### src/hw/rtl/bas_pkg.sv
package bas_pkg;

    localparam int LN_W    = 21;
    localparam int ROOT_W  = 19;
    localparam int BONUS_W = 19;
    localparam int UCB_W   = 22;
    localparam int LN2_Q16 = 45426;

    localparam logic signed [UCB_W-1:0] START_MAX = -22'sd2560;
    localparam logic [15:0] REF_INIT = 16'd384;

    localparam logic [1:0] OP_SELECT  = 2'd0;
    localparam logic [1:0] OP_UPDATE  = 2'd1;
    localparam logic [1:0] OP_RESTART = 2'd2;

    localparam logic [1:0] MODE_EPS  = 2'd0;
    localparam logic [1:0] MODE_OPT  = 2'd1;
    localparam logic [1:0] MODE_RC   = 2'd2;
    localparam logic [1:0] MODE_UCB  = 2'd3;

    localparam logic [2:0] REG_POLICY  = 3'd0;
    localparam logic [2:0] REG_ARMS    = 3'd1;
    localparam logic [2:0] REG_EPS     = 3'd2;
    localparam logic [2:0] REG_INIT    = 3'd3;
    localparam logic [2:0] REG_ALPHA   = 3'd4;
    localparam logic [2:0] REG_BETA    = 3'd5;
    localparam logic [2:0] REG_WEIGHT  = 3'd6;

    typedef enum logic [3:0] {
        ST_CLEAR,
        ST_IDLE,
        ST_LN_WAIT,
        ST_RD,
        ST_EVAL,
        ST_BONUS_WAIT,
        ST_UPD_RD,
        ST_UPD_MOD,
        ST_UPD_WR2,
        ST_DONE
    } bas_state_t;

    typedef enum logic [2:0] {
        U_IDLE,
        U_NORM,
        U_MUL,
        U_SQ,
        U_LN,
        U_DIV,
        U_SQRT,
        U_MUL_C
    } ucb_state_t;

    typedef struct packed {
        logic start_ln;
        logic start_bonus;
    } ucb_ctl_t;

    function automatic logic [15:0] sat16(input logic signed [18:0] v);
        logic [15:0] res;
        if (v > 19'sd32767)
        begin
            res = 16'h7fff;
        end
        else if (v < -19'sd32768)
        begin
            res = 16'h8000;
        end
        else
        begin
            res = v[15:0];
        end
        return res;
    endfunction

endpackage

### src/hw/rtl/bas_ucb.sv
module bas_ucb #(
    parameter int CB = 24
) (
    input  logic                          clk,
    input  logic                          rst_n,
    input  bas_pkg::ucb_ctl_t             ctl,
    input  logic [CB-1:0]                 total,
    input  logic [CB-1:0]                 count,
    input  logic [15:0]                   weight,
    output logic                          done,
    output logic [bas_pkg::BONUS_W-1:0]   bonus
);
    import bas_pkg::*;

    ucb_state_t          st_reg, st_next;
    logic [CB-1:0]       m_reg, m_next;
    logic [4:0]          n_reg, n_next;
    logic [30:0]         y_reg, y_next;
    logic [61:0]         prod_reg, prod_next;
    logic [15:0]         frac_reg, frac_next;
    logic [4:0]          it_reg, it_next;
    logic [LN_W-1:0]     ln_reg, ln_next;
    logic [LN_W-1:0]     dvd_reg, dvd_next;
    logic [CB-1:0]       rem_reg, rem_next;
    logic [CB-1:0]       cnt_reg, cnt_next;
    logic [37:0]         v_reg, v_next;
    logic [19:0]         sr_reg, sr_next;
    logic [ROOT_W-1:0]   root_reg, root_next;
    logic [BONUS_W-1:0]  bonus_reg, bonus_next;
    logic                done_reg, done_next;

    always_ff @(posedge clk or negedge rst_n)
    begin
        if (!rst_n)
        begin
            st_reg   <= U_IDLE;
            done_reg <= 1'b0;
        end
        else
        begin
            st_reg   <= st_next;
            done_reg <= done_next;
        end
    end

    always_ff @(posedge clk)
    begin
        m_reg     <= m_next;
        n_reg     <= n_next;
        y_reg     <= y_next;
        prod_reg  <= prod_next;
        frac_reg  <= frac_next;
        it_reg    <= it_next;
        ln_reg    <= ln_next;
        dvd_reg   <= dvd_next;
        rem_reg   <= rem_next;
        cnt_reg   <= cnt_next;
        v_reg     <= v_next;
        sr_reg    <= sr_next;
        root_reg  <= root_next;
        bonus_reg <= bonus_next;
    end

    always_comb
    begin
        logic [CB+30:0]    ext;
        logic [31:0]       sq;
        logic [LN_W-1:0]   lg;
        logic [LN_W+15:0]  lnp;
        logic [CB:0]       remsh;
        logic [21:0]       srsh;
        logic [21:0]       trial;
        logic [34:0]       cp;
        logic              qbit;

        st_next    = st_reg;
        m_next     = m_reg;
        n_next     = n_reg;
        y_next     = y_reg;
        prod_next  = prod_reg;
        frac_next  = frac_reg;
        it_next    = it_reg;
        ln_next    = ln_reg;
        dvd_next   = dvd_reg;
        rem_next   = rem_reg;
        cnt_next   = cnt_reg;
        v_next     = v_reg;
        sr_next    = sr_reg;
        root_next  = root_reg;
        bonus_next = bonus_reg;
        done_next  = 1'b0;

        ext   = {m_reg, 31'b0};
        sq    = prod_reg[61:30];
        lg    = {n_reg, frac_reg};
        lnp   = lg * 16'(LN2_Q16);
        remsh = {rem_reg, dvd_reg[LN_W-1]};
        qbit  = (remsh >= {1'b0, cnt_reg});
        srsh  = {sr_reg, v_reg[37:36]};
        trial = {1'b0, root_reg, 2'b01};
        cp    = weight * root_reg;

        unique case (st_reg)
            U_IDLE:
            begin
                if (ctl.start_ln)
                begin
                    if (total == '0)
                    begin
                        ln_next   = '0;
                        done_next = 1'b1;
                    end
                    else
                    begin
                        m_next  = total;
                        n_next  = 5'(CB - 1);
                        st_next = U_NORM;
                    end
                end
                else if (ctl.start_bonus)
                begin
                    dvd_next = ln_reg;
                    rem_next = '0;
                    cnt_next = count;
                    it_next  = '0;
                    st_next  = U_DIV;
                end
            end
            U_NORM:
            begin
                if (m_reg[CB-1])
                begin
                    y_next    = ext[CB+30 -: 31];
                    frac_next = '0;
                    it_next   = '0;
                    st_next   = U_MUL;
                end
                else
                begin
                    m_next = {m_reg[CB-2:0], 1'b0};
                    n_next = n_reg - 5'd1;
                end
            end
            U_MUL:
            begin
                prod_next = y_reg * y_reg;
                st_next   = U_SQ;
            end
            U_SQ:
            begin
                if (sq[31])
                begin
                    y_next    = sq[31:1];
                    frac_next = {frac_reg[14:0], 1'b1};
                end
                else
                begin
                    y_next    = sq[30:0];
                    frac_next = {frac_reg[14:0], 1'b0};
                end
                if (it_reg == 5'd15)
                begin
                    st_next = U_LN;
                end
                else
                begin
                    it_next = it_reg + 5'd1;
                    st_next = U_MUL;
                end
            end
            U_LN:
            begin
                ln_next   = lnp[LN_W+15:16];
                done_next = 1'b1;
                st_next   = U_IDLE;
            end
            U_DIV:
            begin
                if (qbit)
                begin
                    rem_next = CB'(remsh - {1'b0, cnt_reg});
                end
                else
                begin
                    rem_next = remsh[CB-1:0];
                end
                dvd_next = {dvd_reg[LN_W-2:0], qbit};
                if (it_reg == 5'(LN_W - 1))
                begin
                    v_next    = {1'b0, dvd_reg[LN_W-2:0], qbit, 16'b0};
                    sr_next   = '0;
                    root_next = '0;
                    it_next   = '0;
                    st_next   = U_SQRT;
                end
                else
                begin
                    it_next = it_reg + 5'd1;
                end
            end
            U_SQRT:
            begin
                if (srsh >= trial)
                begin
                    sr_next   = 20'(srsh - trial);
                    root_next = {root_reg[ROOT_W-2:0], 1'b1};
                end
                else
                begin
                    sr_next   = srsh[19:0];
                    root_next = {root_reg[ROOT_W-2:0], 1'b0};
                end
                v_next = {v_reg[35:0], 2'b00};
                if (it_reg == 5'(ROOT_W - 1))
                begin
                    st_next = U_MUL_C;
                end
                else
                begin
                    it_next = it_reg + 5'd1;
                end
            end
            U_MUL_C:
            begin
                bonus_next = cp[34:16];
                done_next  = 1'b1;
                st_next    = U_IDLE;
            end
            default:
            begin
                st_next = U_IDLE;
            end
        endcase
    end

    assign done  = done_reg;
    assign bonus = bonus_reg;
endmodule

### config.mk
export PLATFORM = sky130hd
export DESIGN_NAME = bas_ucb
export DESIGN_NICKNAME = d
export VERILOG_FILES = /design/src/hw/rtl/bas_pkg.sv /design/src/hw/rtl/bas_ucb.sv
export SDC_FILE = /design/constraint.sdc
export NUM_CORES = 2
export LEC_CHECK = 0
export BUFFER_PORTS_ARGS = -buffer_cell sky130_fd_sc_hd__buf_2
export CAP_MARGIN = 20
export CORE_ASPECT_RATIO = 0.6
export CORE_MARGIN = 2
export CORE_UTILIZATION = 49
export CTS_BUF_LIST = sky130_fd_sc_hd__clkbuf_8
export DETAILED_ROUTE_END_ITERATION = 8
export PLACE_DENSITY = 0.73
export SYNTH_ARGS = -nofsm -noshare
export SYNTH_HDL_FRONTEND = slang
export SYNTH_SLANG_ARGS = --single-unit
### constraint.sdc
create_clock -name clk -period 14.3 [get_ports clk]
set_clock_uncertainty 0.05 [all_clocks]
set_input_delay 0 -clock clk [delete_from_list [all_inputs] [get_ports clk]]
set_output_delay 0 -clock clk [all_outputs]
set_load 0.005 [all_outputs]
==> results.yml <==
outcome:
  outcome: "complete, no violations"
setup_path:
  startpoint_type: "flip-flop"
  cp-end-kind: "flip-flop"
  worstPathRequired_ns: 14.66
  worstSetupPathType: "flip-flop to flip-flop"
  crit_fanout: 19
  cp.arrival_ns: 9.30
route:
  via_count: 38000
  drt_iter0_drc: 3452
  wire_per_inst_um: 19.2
  viasPerCell: 5.27
  route.detailed.drc: 0
  ant_nets: 0
  routed_wl_mm: 138
  dr.pass1.iters: 6
layout:
  drive_above_1_share: 0.0464
  layout_commonest_cell: "inv_1"
  syn2layout_area_growth_pct: 6.73
  largest_reg_flops: 32
  final_cell_mix: "inv_1 (1446), fa_1 (1086), nand2_1 (716)"
  nNetsFinal: 7394
global_routing:
  grt_pass1_vias: 40400
  grt_max_degree: 67
  grt_pass1_wl_mm: 226
  track_usage: 0.251
  antenna_found_initial: 5
  grt_overflow: 0
clocking:
  clock_latency_ns: 0.69
  cts.sinks: 287
  cts_tree: "yes"
  cts_resized: 0
  clk_pin_slew_worst_paths_ns: 0.06
  cts-root-buf: "clkbuf_8"
  cts_buffer_depth: 3
  cts_setup_buffers: 0
  cts_htree_levels: 2
  numCtsBuffers: 47
timing:
  min_period_ns: 8.94
  finalCritPeriodShare: 0.625
  hold_violations: 0
  report.final.setup_viol: 0
  rsz0062_at_grt: "no"
  tightest_slew_ns: 1.19
  timing.fmax_mhz: 112
  max-slew-margin-rel: 0.205
  maxSlewViolCount: 0
  whs_ns: 0.0650
  tns_ns: 0
floorplan:
  io_pins: 88
  fp.dieH_um: 263
  core-area_mm2: 0.110
  die_area_mm2: 0.114
  fp.dieW_um: 435
  initial_utilization: 0.497
  row_count: 94
yosys:
  synth_top_cells_by_area: "fa_1 (40%), edfxtp_1 (16%), ha_1 (13%)"
  synthesis.nets: 7331
  synth_async_sr_flop_share: 0.0139
  synth_area_mm2: 0.0547
  ys_ff_latch: 287
  yosys_warnings: 0
  avgSynthCellArea_um2: 9.75
  ys.flop_type: "edfxtp_1"
  synth_cell_types: 83
  synth_top_area_share: 0.397
  yosys.area.top_type: "fa_1"
  ys_seq_area_frac: 0.157
  postSynthCellCount: 5614
  synth_edf_count: 283
placed_design:
  io_buffers: 87
  gp_congestion: 0.947
  place_hpwl_mm: 109
min_path:
  hold_class: "input pin to flip-flop"
run:
  cap_violations: 0
## metrics by stage
| step | std cells | worst slack, ns | utilization | instance area, µm² |
|---|---|---|---|---|
| after floorplan | 5614 | 6.82 | - | 54700 |
| after global placement | 7042 | 5.67 | 0.514 | 56700 |
| final | 7201 | 5.36 | 0.530 | 58400 |
| after global routing | 7201 | 5.09 | 0.530 | 58400 |
| after CTS | 7200 | 5.48 | 0.530 | 58400 |
| after detailed placement | 7042 | 5.57 | 0.514 | 56700 |
## routing by layer
metal  part of all wire  up-vias  track usage
met5            0.00022        -            0
li1                   -    17200            -
met3               0.12      135       0.0834
met2               0.39     1674        0.342
met4              0.012        4       0.0322
met1               0.47    19000        0.392
## kinds of logic (layout without fill, tap and decap cells)
family,count (synthesis),count (layout),share of synthesized area
buffers and inverters,1632,1730,0.112
other,0,1,0
xor gates and xnor gates,119,119,0.0190
and+or+nand+nor,1476,1476,0.127
DFF,287,287,0.157
muxes,60,60,0.0111
adders and majority gates,1649,1649,0.526
AOI/OAI and AO/OA,391,391,0.0474
## repair_timing
item,4_1_cts,5_1_grt
endpoints found under the hold margin,59,0
hold buffers,74,0
endpoints found under the setup margin,0,0
## worst max-delay path, stage by stage, from the launching register on
cell and delay, ns:
edfxtp_1 0.84, buf_4 0.40, and2_1 0.30, fa_1 0.47, fa_1 0.53, fa_1 0.53
inv_1 0.05, fa_1 0.48, inv_1 0.06, fa_1 0.53, inv_1 0.07, fa_1 0.54
inv_1 0.05, fa_1 0.51, fa_1 0.43, ha_1 0.36, a21oi_1 0.16, nor2_1 0.06
or3_1 0.47, o311ai_1 0.67, a41oi_2 0.25, o22ai_2 0.36, o31ai_1 0.16, a41oi_1 0.23
xnor2_1 0.10
## final timing paths
check	start	endpoint	slack, ns	depth (start not counted)
max	y_reg[11]	prod_reg[61]	5.36	24
min	count[2]	cnt_reg[2]	0.07	2
max reg2reg	y_reg[11]	prod_reg[61]	5.36	24
min reg2reg	v_reg[34]	v_reg[36]	0.43	2
max in group asynchronous	rst_n	done	13.64	3
min in group asynchronous	rst_n	st_reg[1]	0.26	3
## final cells by class
type | instances | area, µm²
flip-flops and latches | 287 | 8600
inverters | 1432 | 5380
well taps | 1488 | 1860
diodes | 1 | 2.50
fillers | 9714 | 51800
repair buffers | 214 | 1570
clock inverters | 35 | 295
clock buffers | 49 | 674
multi-input cells | 3695 | 40000
## cells in the mapped netlist, drive strengths merged (5+ instances only)
master,count
a2111oi,5
a211o,5
a211oi,19
a21boi,8
a21o,49
a21oi,118
a31o,7
a31oi,13
and2,324
and3,19
and4,9
buf,7
clkbuf,193
edfxtp,283
fa,1086
ha,563
inv,1431
mux2i,56
nand2,719
nand2b,12
nand3,30
nand3b,22
nand4,32
nor2,193
nor2b,17
nor3,40
nor4,12
o211ai,12
o21a,16
o21ai,76
o21bai,11
o311ai,5
o31ai,9
or2,21
or3,12
xnor2,69
xor2,50
Power is not shown: default switching activity piles up to over one toggle a cycle in this logic, so the estimate is an artifact.
